[config.mk]
export PLATFORM = sky130hd
export DESIGN_NAME = midi_clock_tick_scheduler
export DESIGN_NICKNAME = d
export VERILOG_FILES = /design/src/rtl/mcts_pkg.sv /design/src/rtl/midi_clock_tick_scheduler.sv
export SDC_FILE = /design/constraint.sdc
export NUM_CORES = 2
export LEC_CHECK = 0
export BUFFER_PORTS_ARGS = -buffer_cell sky130_fd_sc_hd__buf_2
export CAP_MARGIN = 15
export CORE_MARGIN = 8
export CORE_UTILIZATION = 35
export DETAILED_ROUTE_END_ITERATION = 6
export HOLD_SLACK_MARGIN = 0.08
export PLACE_DENSITY_LB_ADDON = 0.2
export SETUP_SLACK_MARGIN = 0.15
export SLEW_MARGIN = 20
export SYNTH_ARGS = -nofsm -noshare
export SYNTH_HDL_FRONTEND = slang
export SYNTH_SLANG_ARGS = --single-unit
[constraint.sdc]
create_clock -name clk -period 7.7 [get_ports clk]
set_clock_uncertainty 0.05 [all_clocks]
set_input_delay 1.54 -clock clk [delete_from_list [all_inputs] [get_ports clk]]
set_output_delay 1.54 -clock clk [all_outputs]
set_load 0.02 [all_outputs]
[src/rtl/mcts_pkg.sv]
package mcts_pkg;

  localparam int KindW   = 3;
  localparam int TimeW   = 64;
  localparam int TempoW  = 20;
  localparam int LaW     = 30;
  localparam int StatusW = 8;
  localparam int IdxW    = 32;
  localparam int IvW     = 40;
  localparam int CntW    = $clog2(IvW + 1);

  typedef logic [KindW-1:0]   kind_t;
  typedef logic [TimeW-1:0]   ns_t;
  typedef logic [TempoW-1:0]  tempo_t;
  typedef logic [LaW-1:0]     lookahead_t;
  typedef logic [StatusW-1:0] status_t;

  localparam logic [IvW-1:0] IntervalNum    = 40'd640000000000;
  localparam lookahead_t     LookaheadReset = 30'd200000000;

  localparam kind_t KindStart    = 3'd0;
  localparam kind_t KindContinue = 3'd1;
  localparam kind_t KindStop     = 3'd2;
  localparam kind_t KindTempo    = 3'd3;
  localparam kind_t KindPoll     = 3'd4;

  localparam status_t StTick     = 8'hF8;
  localparam status_t StStart    = 8'hFA;
  localparam status_t StContinue = 8'hFB;
  localparam status_t StStop     = 8'hFC;

endpackage

[src/rtl/midi_clock_tick_scheduler.sv]
// MIDI clock scheduler, 24 ticks per quarter note, tempo in Q12.8 BPM.
// Input channel (in_valid/in_ready) carries kind, now_ns, origin_ns, tempo;
// output channel (out_valid/out_ready) carries status_byte, time_ns, last.
// cfg_we/cfg_wdata write the lookahead in ns (reset value 200000000).
// Items are handled one at a time; in_ready is high only while idle.
// Start, continue and stop give their one message once the output is free, after the
// transfer; set tempo and ignored kinds return to idle 1 cycle after it.
// A poll runs a bit-serial divider (640e9 / tempo), an optional second
// division for a tempo reanchor, up to two bit-serial 32-bit multiplies
// and a compare state; ticks then follow one per cycle while the
// receiver takes them, at most min(MAX_TICKS, 32) per poll, the last
// marked by last = 1.
// A stalled receiver holds the output register; the block waits until the
// result is taken and loses nothing. Reset clears all scheduling state,
// drops any result in flight and restores the lookahead.
module midi_clock_tick_scheduler #(
  parameter int MAX_TICKS = 32
) (
  input  logic                  clk,
  input  logic                  rst,
  input  logic                  cfg_we,
  input  mcts_pkg::lookahead_t  cfg_wdata,
  input  logic                  in_valid,
  output logic                  in_ready,
  input  mcts_pkg::kind_t       kind,
  input  mcts_pkg::ns_t         now_ns,
  input  mcts_pkg::ns_t         origin_ns,
  input  mcts_pkg::tempo_t      tempo,
  output logic                  out_valid,
  input  logic                  out_ready,
  output mcts_pkg::status_t     status_byte,
  output mcts_pkg::ns_t         time_ns,
  output logic                  last
);
  import mcts_pkg::*;

  localparam int Cap = (MAX_TICKS < 32) ? MAX_TICKS : 32;
  localparam int NW  = $clog2(Cap + 1);

  localparam logic [2:0] S_IDLE    = 3'd0;
  localparam logic [2:0] S_EXEC    = 3'd1;
  localparam logic [2:0] S_DIV_CUR = 3'd2;
  localparam logic [2:0] S_DIV_OLD = 3'd3;
  localparam logic [2:0] S_MUL     = 3'd4;
  localparam logic [2:0] S_CHECK   = 3'd5;
  localparam logic [2:0] S_TICK    = 3'd6;

  localparam logic [1:0] JOB_CONT  = 2'd0;
  localparam logic [1:0] JOB_TEMPO = 2'd1;
  localparam logic [1:0] JOB_TICK  = 2'd2;

  logic [2:0]      state;
  logic [1:0]      job;
  logic [CntW-1:0] cnt;
  logic [NW-1:0]   n;

  lookahead_t      lookahead;
  logic            active;
  tempo_t          cur_tempo;
  tempo_t          anchored_tempo;
  ns_t             origin_time;
  logic [IdxW-1:0] tick_index;
  logic            continue_pending;
  logic            tempo_pending;

  kind_t           kind_r;
  ns_t             now_r;
  ns_t             origin_r;
  tempo_t          tempo_r;

  ns_t             horizon;
  logic [IvW-1:0]  iv;
  logic [IvW-1:0]  dq;
  tempo_t          rem;
  tempo_t          div_d;
  ns_t             mcand;
  logic [IdxW-1:0] mplier;
  ns_t             acc;
  ns_t             t;

  logic [TempoW:0] rem_sh;
  logic [TempoW:0] rem_sub;
  logic            div_ge;
  tempo_t          rem_next;
  logic [IvW-1:0]  q_next;
  logic            div_done;
  ns_t             mul_add;
  ns_t             t_next;
  logic            tick_last;
  logic            slot_free;

  always_comb begin
    rem_sh    = {rem, dq[IvW-1]};
    rem_sub   = rem_sh - {1'b0, div_d};
    div_ge    = rem_sh >= {1'b0, div_d};
    rem_next  = div_ge ? rem_sub[TempoW-1:0] : rem_sh[TempoW-1:0];
    q_next    = {dq[IvW-2:0], div_ge};
    div_done  = cnt == CntW'(IvW - 1);
    mul_add   = acc + (mplier[0] ? mcand : '0);
    t_next    = (tick_index == '1) ? origin_time : t + {{(TimeW-IvW){1'b0}}, iv};
    tick_last = (n == NW'(Cap - 1)) || (t_next > horizon);
    slot_free = !out_valid || out_ready;
  end

  assign in_ready = state == S_IDLE;

  always_ff @(posedge clk) begin
    if (rst) begin
      state            <= S_IDLE;
      out_valid        <= 1'b0;
      lookahead        <= LookaheadReset;
      active           <= 1'b0;
      cur_tempo        <= '0;
      anchored_tempo   <= '0;
      origin_time      <= '0;
      tick_index       <= '0;
      continue_pending <= 1'b0;
      tempo_pending    <= 1'b0;
      job              <= JOB_TICK;
      cnt              <= '0;
      n                <= '0;
    end else begin
      if (out_valid && out_ready) begin
        out_valid <= 1'b0;
      end
      if (cfg_we) begin
        lookahead <= cfg_wdata;
      end
      unique case (state)
        S_IDLE: begin
          if (in_valid) begin
            kind_r   <= kind;
            now_r    <= now_ns;
            origin_r <= origin_ns;
            tempo_r  <= tempo;
            state    <= S_EXEC;
          end
        end
        S_EXEC: begin
          unique case (kind_r)
            KindStart: begin
              if (slot_free) begin
                cur_tempo        <= tempo_r;
                anchored_tempo   <= tempo_r;
                origin_time      <= origin_r;
                tick_index       <= '0;
                continue_pending <= 1'b0;
                tempo_pending    <= 1'b0;
                active           <= 1'b1;
                out_valid        <= 1'b1;
                status_byte      <= StStart;
                time_ns          <= origin_r;
                last             <= 1'b1;
                state            <= S_IDLE;
              end
            end
            KindContinue: begin
              if (slot_free) begin
                cur_tempo        <= tempo_r;
                continue_pending <= 1'b1;
                active           <= 1'b1;
                out_valid        <= 1'b1;
                status_byte      <= StContinue;
                time_ns          <= now_r;
                last             <= 1'b1;
                state            <= S_IDLE;
              end
            end
            KindStop: begin
              if (slot_free) begin
                active      <= 1'b0;
                out_valid   <= 1'b1;
                status_byte <= StStop;
                time_ns     <= now_r;
                last        <= 1'b1;
                state       <= S_IDLE;
              end
            end
            KindTempo: begin
              cur_tempo     <= tempo_r;
              tempo_pending <= 1'b1;
              state         <= S_IDLE;
            end
            KindPoll: begin
              if (!active || cur_tempo == '0) begin
                state <= S_IDLE;
              end else begin
                horizon <= now_r + {{(TimeW-LaW){1'b0}}, lookahead};
                dq      <= IntervalNum;
                rem     <= '0;
                div_d   <= cur_tempo;
                cnt     <= '0;
                state   <= S_DIV_CUR;
              end
            end
            default: begin
              state <= S_IDLE;
            end
          endcase
        end
        S_DIV_CUR: begin
          dq  <= q_next;
          rem <= rem_next;
          cnt <= cnt + CntW'(1);
          if (div_done) begin
            iv             <= q_next;
            anchored_tempo <= cur_tempo;
            acc            <= '0;
            mplier         <= tick_index;
            cnt            <= '0;
            priority if (continue_pending) begin
              continue_pending <= 1'b0;
              mcand            <= {{(TimeW-IvW){1'b0}}, q_next};
              job              <= JOB_CONT;
              state            <= S_MUL;
            end else if (tempo_pending && anchored_tempo == '0) begin
              tempo_pending <= 1'b0;
              mcand         <= '0 - {{(TimeW-IvW){1'b0}}, q_next};
              job           <= JOB_TEMPO;
              state         <= S_MUL;
            end else if (tempo_pending) begin
              dq    <= IntervalNum;
              rem   <= '0;
              div_d <= anchored_tempo;
              state <= S_DIV_OLD;
            end else begin
              mcand <= {{(TimeW-IvW){1'b0}}, q_next};
              job   <= JOB_TICK;
              state <= S_MUL;
            end
          end
        end
        S_DIV_OLD: begin
          dq  <= q_next;
          rem <= rem_next;
          cnt <= cnt + CntW'(1);
          if (div_done) begin
            tempo_pending <= 1'b0;
            mcand <= {{(TimeW-IvW){1'b0}}, q_next} - {{(TimeW-IvW){1'b0}}, iv};
            job   <= JOB_TEMPO;
            cnt   <= '0;
            state <= S_MUL;
          end
        end
        S_MUL: begin
          if (cnt == CntW'(IdxW)) begin
            acc    <= '0;
            mplier <= tick_index;
            mcand  <= {{(TimeW-IvW){1'b0}}, iv};
            cnt    <= '0;
            job    <= JOB_TICK;
            unique case (job)
              JOB_CONT:  origin_time <= now_r - acc;
              JOB_TEMPO: origin_time <= origin_time + acc;
              default: begin
                t     <= origin_time + acc;
                state <= S_CHECK;
              end
            endcase
          end else begin
            acc    <= mul_add;
            mcand  <= {mcand[TimeW-2:0], 1'b0};
            mplier <= {1'b0, mplier[IdxW-1:1]};
            cnt    <= cnt + CntW'(1);
          end
        end
        S_CHECK: begin
          n     <= '0;
          state <= (t > horizon) ? S_IDLE : S_TICK;
        end
        S_TICK: begin
          if (slot_free) begin
            out_valid   <= 1'b1;
            status_byte <= StTick;
            time_ns     <= t;
            last        <= tick_last;
            tick_index  <= tick_index + IdxW'(1);
            t           <= t_next;
            n           <= n + NW'(1);
            if (tick_last) begin
              state <= S_IDLE;
            end
          end
        end
        default: begin
          state <= S_IDLE;
        end
      endcase
    end
  end

endmodule

# [Word-level counts from Yosys, hierarchy flattened]
# Cells that the tools add are included.
[op_classes] n_bitwise=2 add_sub_neg=11 n_lt_le_gt_ge=3 n_eq_ne=44 reduce_logical=50 mux=112
[ops] cell="two-way mux 64 bit" n=18
[ops] cell="one-hot mux 64 bit (2 select lines)" n=6
[ops] cell="two-way mux 20 bit" n=16
[ops] cell="two-way mux 40 bit" n=6
[ops] cell="one-hot mux 64 bit (3 select lines)" n=1
[ops] cell="two-way mux 32 bit" n=5
[ops] cell="adder 64 bit" n=2
[ops] cell="greater-than comparator 64 bit" n=2
[ops] cell="one-hot mux 32 bit (2 select lines)" n=2
[ops] cell="one-hot mux 20 bit (2 select lines)" n=3
[ops] cell="one-hot mux 40 bit (3 select lines)" n=1
[ops] cell="adder 64 x 30 -> 64 bit" n=1
[ops] cell="adder 64 x 40 -> 64 bit" n=1
[ops] cell="subtractor 64 bit" n=1
[ops] cell="one-hot mux 20 bit (3 select lines)" n=1
[ops] cell="subtractor 1 x 40 -> 41 bit, first input constant" n=1
[ops] cell="subtractor 40 x 40 -> 41 bit" n=1
[ops] cell="zero test 20 bit" n=2
[ops] cell="two-way mux 3 bit" n=12
[ops] cell="adder 32 x 1 -> 32 bit, second input constant" n=1
[ops] cell="== test 32 bit, second input constant" n=1
[ops] cell="two-way mux 8 bit" n=4
[ops] cell="inequality test 2 bit, second input constant" n=16
[ops] cell="two-way mux 6 bit" n=5
[ops] cell="43 further kinds" n=113
[word_totals] out_inout_bits=75 inputBits=186 reg_bits=819 word_cells=251

# [Logic depth before layout (Yosys ltp)]
[logic_depth] ltp_word=7 mapped_depth=26 ltp_nobuf=25

# [Least setup slack after synthesis]
# OpenSTA, ideal clock, no wires.
[synth_timing] path_kind="input port to flip-flop" startpoint="input rst" endpoint="register acc[0] (enable)" slack_ps=-575 t_required_ps=7197 path_stages=3 arrival_time_ps=7772 path_buffers=1 cell_sequence="clkbuf_1 nor4_1 a21o_1"
[synth_via] elab_chain_len=2
[synth_lines] item="from (decl)" line="midi_clock_tick_scheduler.sv:20" source="input logic rst,"
[synth_lines] item="inverter 1 bit (no source line)"
[synth_lines] item="AND reduction 3 bit (no source line)"
[synth_lines] item="to (signal assigned)" line="midi_clock_tick_scheduler.sv:261" source="acc <= mul_add;"
[synth_lines] item="to (decl)" line="midi_clock_tick_scheduler.sv:78" source="ns_t acc;"
# Every way passes these cells.
# A chain may end at the register's enable or synchronous reset.

# [Final worst setup path]
[layout_timing] startpoint="register iv[7]" endpoint="register state[1]"
[layout_via] elab_chain_len=6
[layout_lines] item="from (decl)" line="midi_clock_tick_scheduler.sv:72" source="logic [IvW-1:0] iv;"
[layout_lines] item="from (signal assigned)" line="midi_clock_tick_scheduler.sv:206" source="iv <= q_next;"
[layout_lines] item="adder 64 x 40 -> 64 bit" line="midi_clock_tick_scheduler.sv:100" source="t_next = (tick_index == '1) ? origin_time : t + {{(TimeW-IvW){1'b0}}, iv};"
[layout_lines] item="two-way mux 64 bit" line="midi_clock_tick_scheduler.sv:100"
[layout_lines] item="greater-than comparator 64 bit" line="midi_clock_tick_scheduler.sv:101" source="tick_last = (n == NW'(Cap - 1)) || (t_next > horizon);"
[layout_lines] item="logical OR 1 bit" line="midi_clock_tick_scheduler.sv:101"
[layout_lines] item="inequality test 2 bit (no source line)"
[layout_lines] item="AND reduction 8 bit (no source line)"
[layout_lines] item="to (signal assigned)" line="midi_clock_tick_scheduler.sv:269" source="state <= (t > horizon) ? S_IDLE : S_TICK;"
[layout_lines] item="to (decl)" line="midi_clock_tick_scheduler.sv:52" source="logic [2:0] state;"
# Every way passes these cells.

==> metrics <==
status=complete, no violations; total negative setup slack=0 ns; Yosys warning total=0; dpl hpwl=150,000 µm; port bufs=between 200 and 300; worst-case headroom to the max-slew limit=0.236; antenna violations before repair=3; switching part of the total power=0.340; largest net degree at the start of global routing=roughly 170; vias in the first global route=between 40,000 and 50,000; synthesized area=~56,000 µm²; synthesized area per cell=roughly 9.2 µm²; DRT iter0 DRCs=between 4,000 and 5,000; Synth area leaders=edfxtp_1 34%, ha_1 10%, dfxtp_1 6.7%, nand2_1 5.0%, a21oi_1 4.7%; dominant register cell in the synthesized netlist=edfxtp_1; combinational power share=0.276; Leak Pwr=approximately 25 nW; number of enable flip-flop cells after synthesis=~630; worst path required time=between 8 and 9 ns; num rows=146; Post-synth ARST share=0; core region area=approximately 160,000 µm²; Placed Area=a little under 60,000 µm²; power per cell area=237 nW/µm²; Vias=46,908; Post-DRT Antenna Nets=0; Worst Tran Pin Value=roughly 1.1 ns; post-CTS setup buffers=0; CTS root buf=clkbuf_16; fin crit share=0.875; Die Y-Extent=roughly 410 µm; fill count=between 15,000 and 20,000; Area growth syn-to-layout=12.5%; FMAX=148 MHz; die footprint=between 150,000 and 200,000 µm²; CTS sink cnt=roughly 810; Pint=~0.0098 W; final cell area excluding filler cells=62,600 µm²; sequential share of power=0.388; Final Setup Violations=0; DRC Markers=0; Tmin final=6.74 ns; Clock Tree Buf Depth=3; Hold Vio Cnt, Final=0; Worst-Skew Late Latency=approximately 0.73 ns; CP arrival=~7.3 ns; Psw=roughly 0.0050 W; antenna cells=0; CTS hold repair buffers=0; worst min path class=reg2reg; nature of the critical path startpoint=flip-flop; Total GRT Usage=0.217; die width=between 400 and 500 µm; unrepaired setup endpoints after global routing=false; Yosys reg bits=814; Clk pin slew, worst setup/hold paths=approximately 0.060 ns; post-synthesis sequential area ratio=0.406; Peak VDD IR=~0.16 mV; Synth top area share=0.338; Clk network pwr share=0.337; commonest non-fill, non-tap cell in the layout=nand2_1; Critical Path End Type=flip-flop; GPL Wtd Cong=0.950; post-synthesis cell type count=98; worst setup path class=reg2reg; cts bufs inserted=~100; most frequent cells in the layout=746 x nand2_1, 627 x edfxtp_1, 518 x a21oi_1; total grt overflow=0; Slew Limit Fails=0; CTS tree=yes; H-tree levels=3; Initial Util=0.352; CTS resizes=0; crit path max fanout=5; layout cells sized above 1=0.0985; nets=6,856; Mapped Cells=6,072; max-cap violation count=0; DRT Pass-1 Iters=6; DR WL/cell=23.3 µm; first-pass GRT wire length=approximately 290,000 µm; # IOs=approximately 260; total wire length=just under 200,000 µm; Yosys top cell by area=edfxtp_1; Vias/cell=~5.6
## synth_stat cells, drive strengths merged (15+ instances only)
library cell and count:
nand2 749, edfxtp 627, a21oi 521, nor2 487, ha 452, o21ai 397
inv 280, a21o 264, xnor2 250, clkbuf 239, dfxtp 187, xor2 147
and2 115, nand4 112, mux2i 111, nand3 104, nor3 93, o211ai 66
and3 65, mux2 55, o21a 54, nor2b 51, a211oi 47, a31oi 46
buf 43, o21bai 43, or3 42, nand2b 38, a311oi 33, nor4 31
o31ai 31, or2 25, a221oi 20, o221ai 19, a2111oi 15, a21boi 15
## registers in the layout, summed over array words and instances, names as in the netlist, 32 cells and up
register / cells
mcand: 64
time_ns: 64
acc: 64
tick_index: 32
origin_r: 64
t: 64
now_r: 64
horizon: 64
origin_time: 64
mplier: 32
dq: 40
iv: 40
## logic make-up (layout without fill, tap and decap cells)
group | Yosys count | after routing | synth area share
buffers and inverters | 562 | 781 | 0.0388
flip-flops | 814 | 814 | 0.406
other | 1 | 5 | 0.0000674
adder cells (fa/ha/maj) | 459 | 459 | 0.104
XOR/XNOR | 397 | 397 | 0.0625
AO/OA/AOI/OAI | 1713 | 1713 | 0.195
AND/OR/NAND/NOR | 1960 | 1960 | 0.162
multiplexers | 166 | 166 | 0.0311
## final cells by class
type | instances | area, µm² | share of cell area
inverter | 280 | 1050 | 0.0168
tap | 2072 | 2590 | 0.0414
clock inverter | 44 | 512 | 0.00818
sequential | 814 | 22600 | 0.361
timing repair buffer | 312 | 1780 | 0.0284
multi-input combinational | 4700 | 31100 | 0.497
clock buffer | 145 | 2950 | 0.0471
## routing by layer
layer | track usage | wire length [µm] | share of wire | up-vias
met3 | 0.0376 | 13800 | 0.071 | 266
met2 | 0.315 | 78900 | 0.40 | 1640
met4 | 0.0651 | 6480 | 0.033 | 2
li1 | - | - | - | 22454
met1 | 0.325 | 96100 | 0.49 | 22546
met5 | 0 | 13 | 0.000067 | -
## stage by stage
stage          total power [W]  utilization  hold WS, ns  setup WS, ns  std cells
6_report                0.0148        0.396        0.426         0.961       8367
5_1_grt                 0.0156        0.396        0.455         0.473       8367
4_1_cts                 0.0149        0.396        0.426         0.947       8366
3_5_place_dp           0.00986        0.374        0.417         0.994       8177
3_3_place_gp           0.00987        0.374        0.413          1.06       8176
2_1_floorplan          0.00854            -        0.394         0.391       6076
## worst paths after layout
check / startpoint / endpoint / slack [ns] / depth (start not counted)
min: n[1] / n[1] / 0.43 / 2
max reg2reg: iv[7] / state[1] / 0.96 / 21
max: iv[7] / state[1] / 0.96 / 21
min reg2reg: n[1] / n[1] / 0.43 / 2
## critical path, stage by stage (launching register included)
cell and delay (ns):
edfxtp_1 0.43, ha_1 0.35, a2111oi_0 0.53, a211oi_1 0.22, o41ai_1 0.51, a21oi_1 0.30, o2111ai_2 0.61, nand2_1 0.28
and3_1 0.28, xnor2_1 0.12, o21ai_0 0.24, ha_1 0.30, a21o_1 0.16, a21o_1 0.17, a21o_1 0.17, a211oi_1 0.34
o21ai_0 0.18, a32oi_1 0.20, nor3b_1 0.64, nor2_1 0.16, o311a_1 0.17, a311oi_1 0.23
## power groups by stage
| stage | clock [W] | sequential [W] | combinational, W |
|---|---|---|---|
| floorplan | 0 | 0.00567 | 0.00287 |
| global placement | 0 | 0.00583 | 0.00404 |
| detailed placement | 0 | 0.00582 | 0.00404 |
| CTS | 0.00511 | 0.00574 | 0.00407 |
| global route | 0.00527 | 0.00579 | 0.00451 |
| finish | 0.00500 | 0.00575 | 0.00409 |
Power figures use the tool's default switching activity.
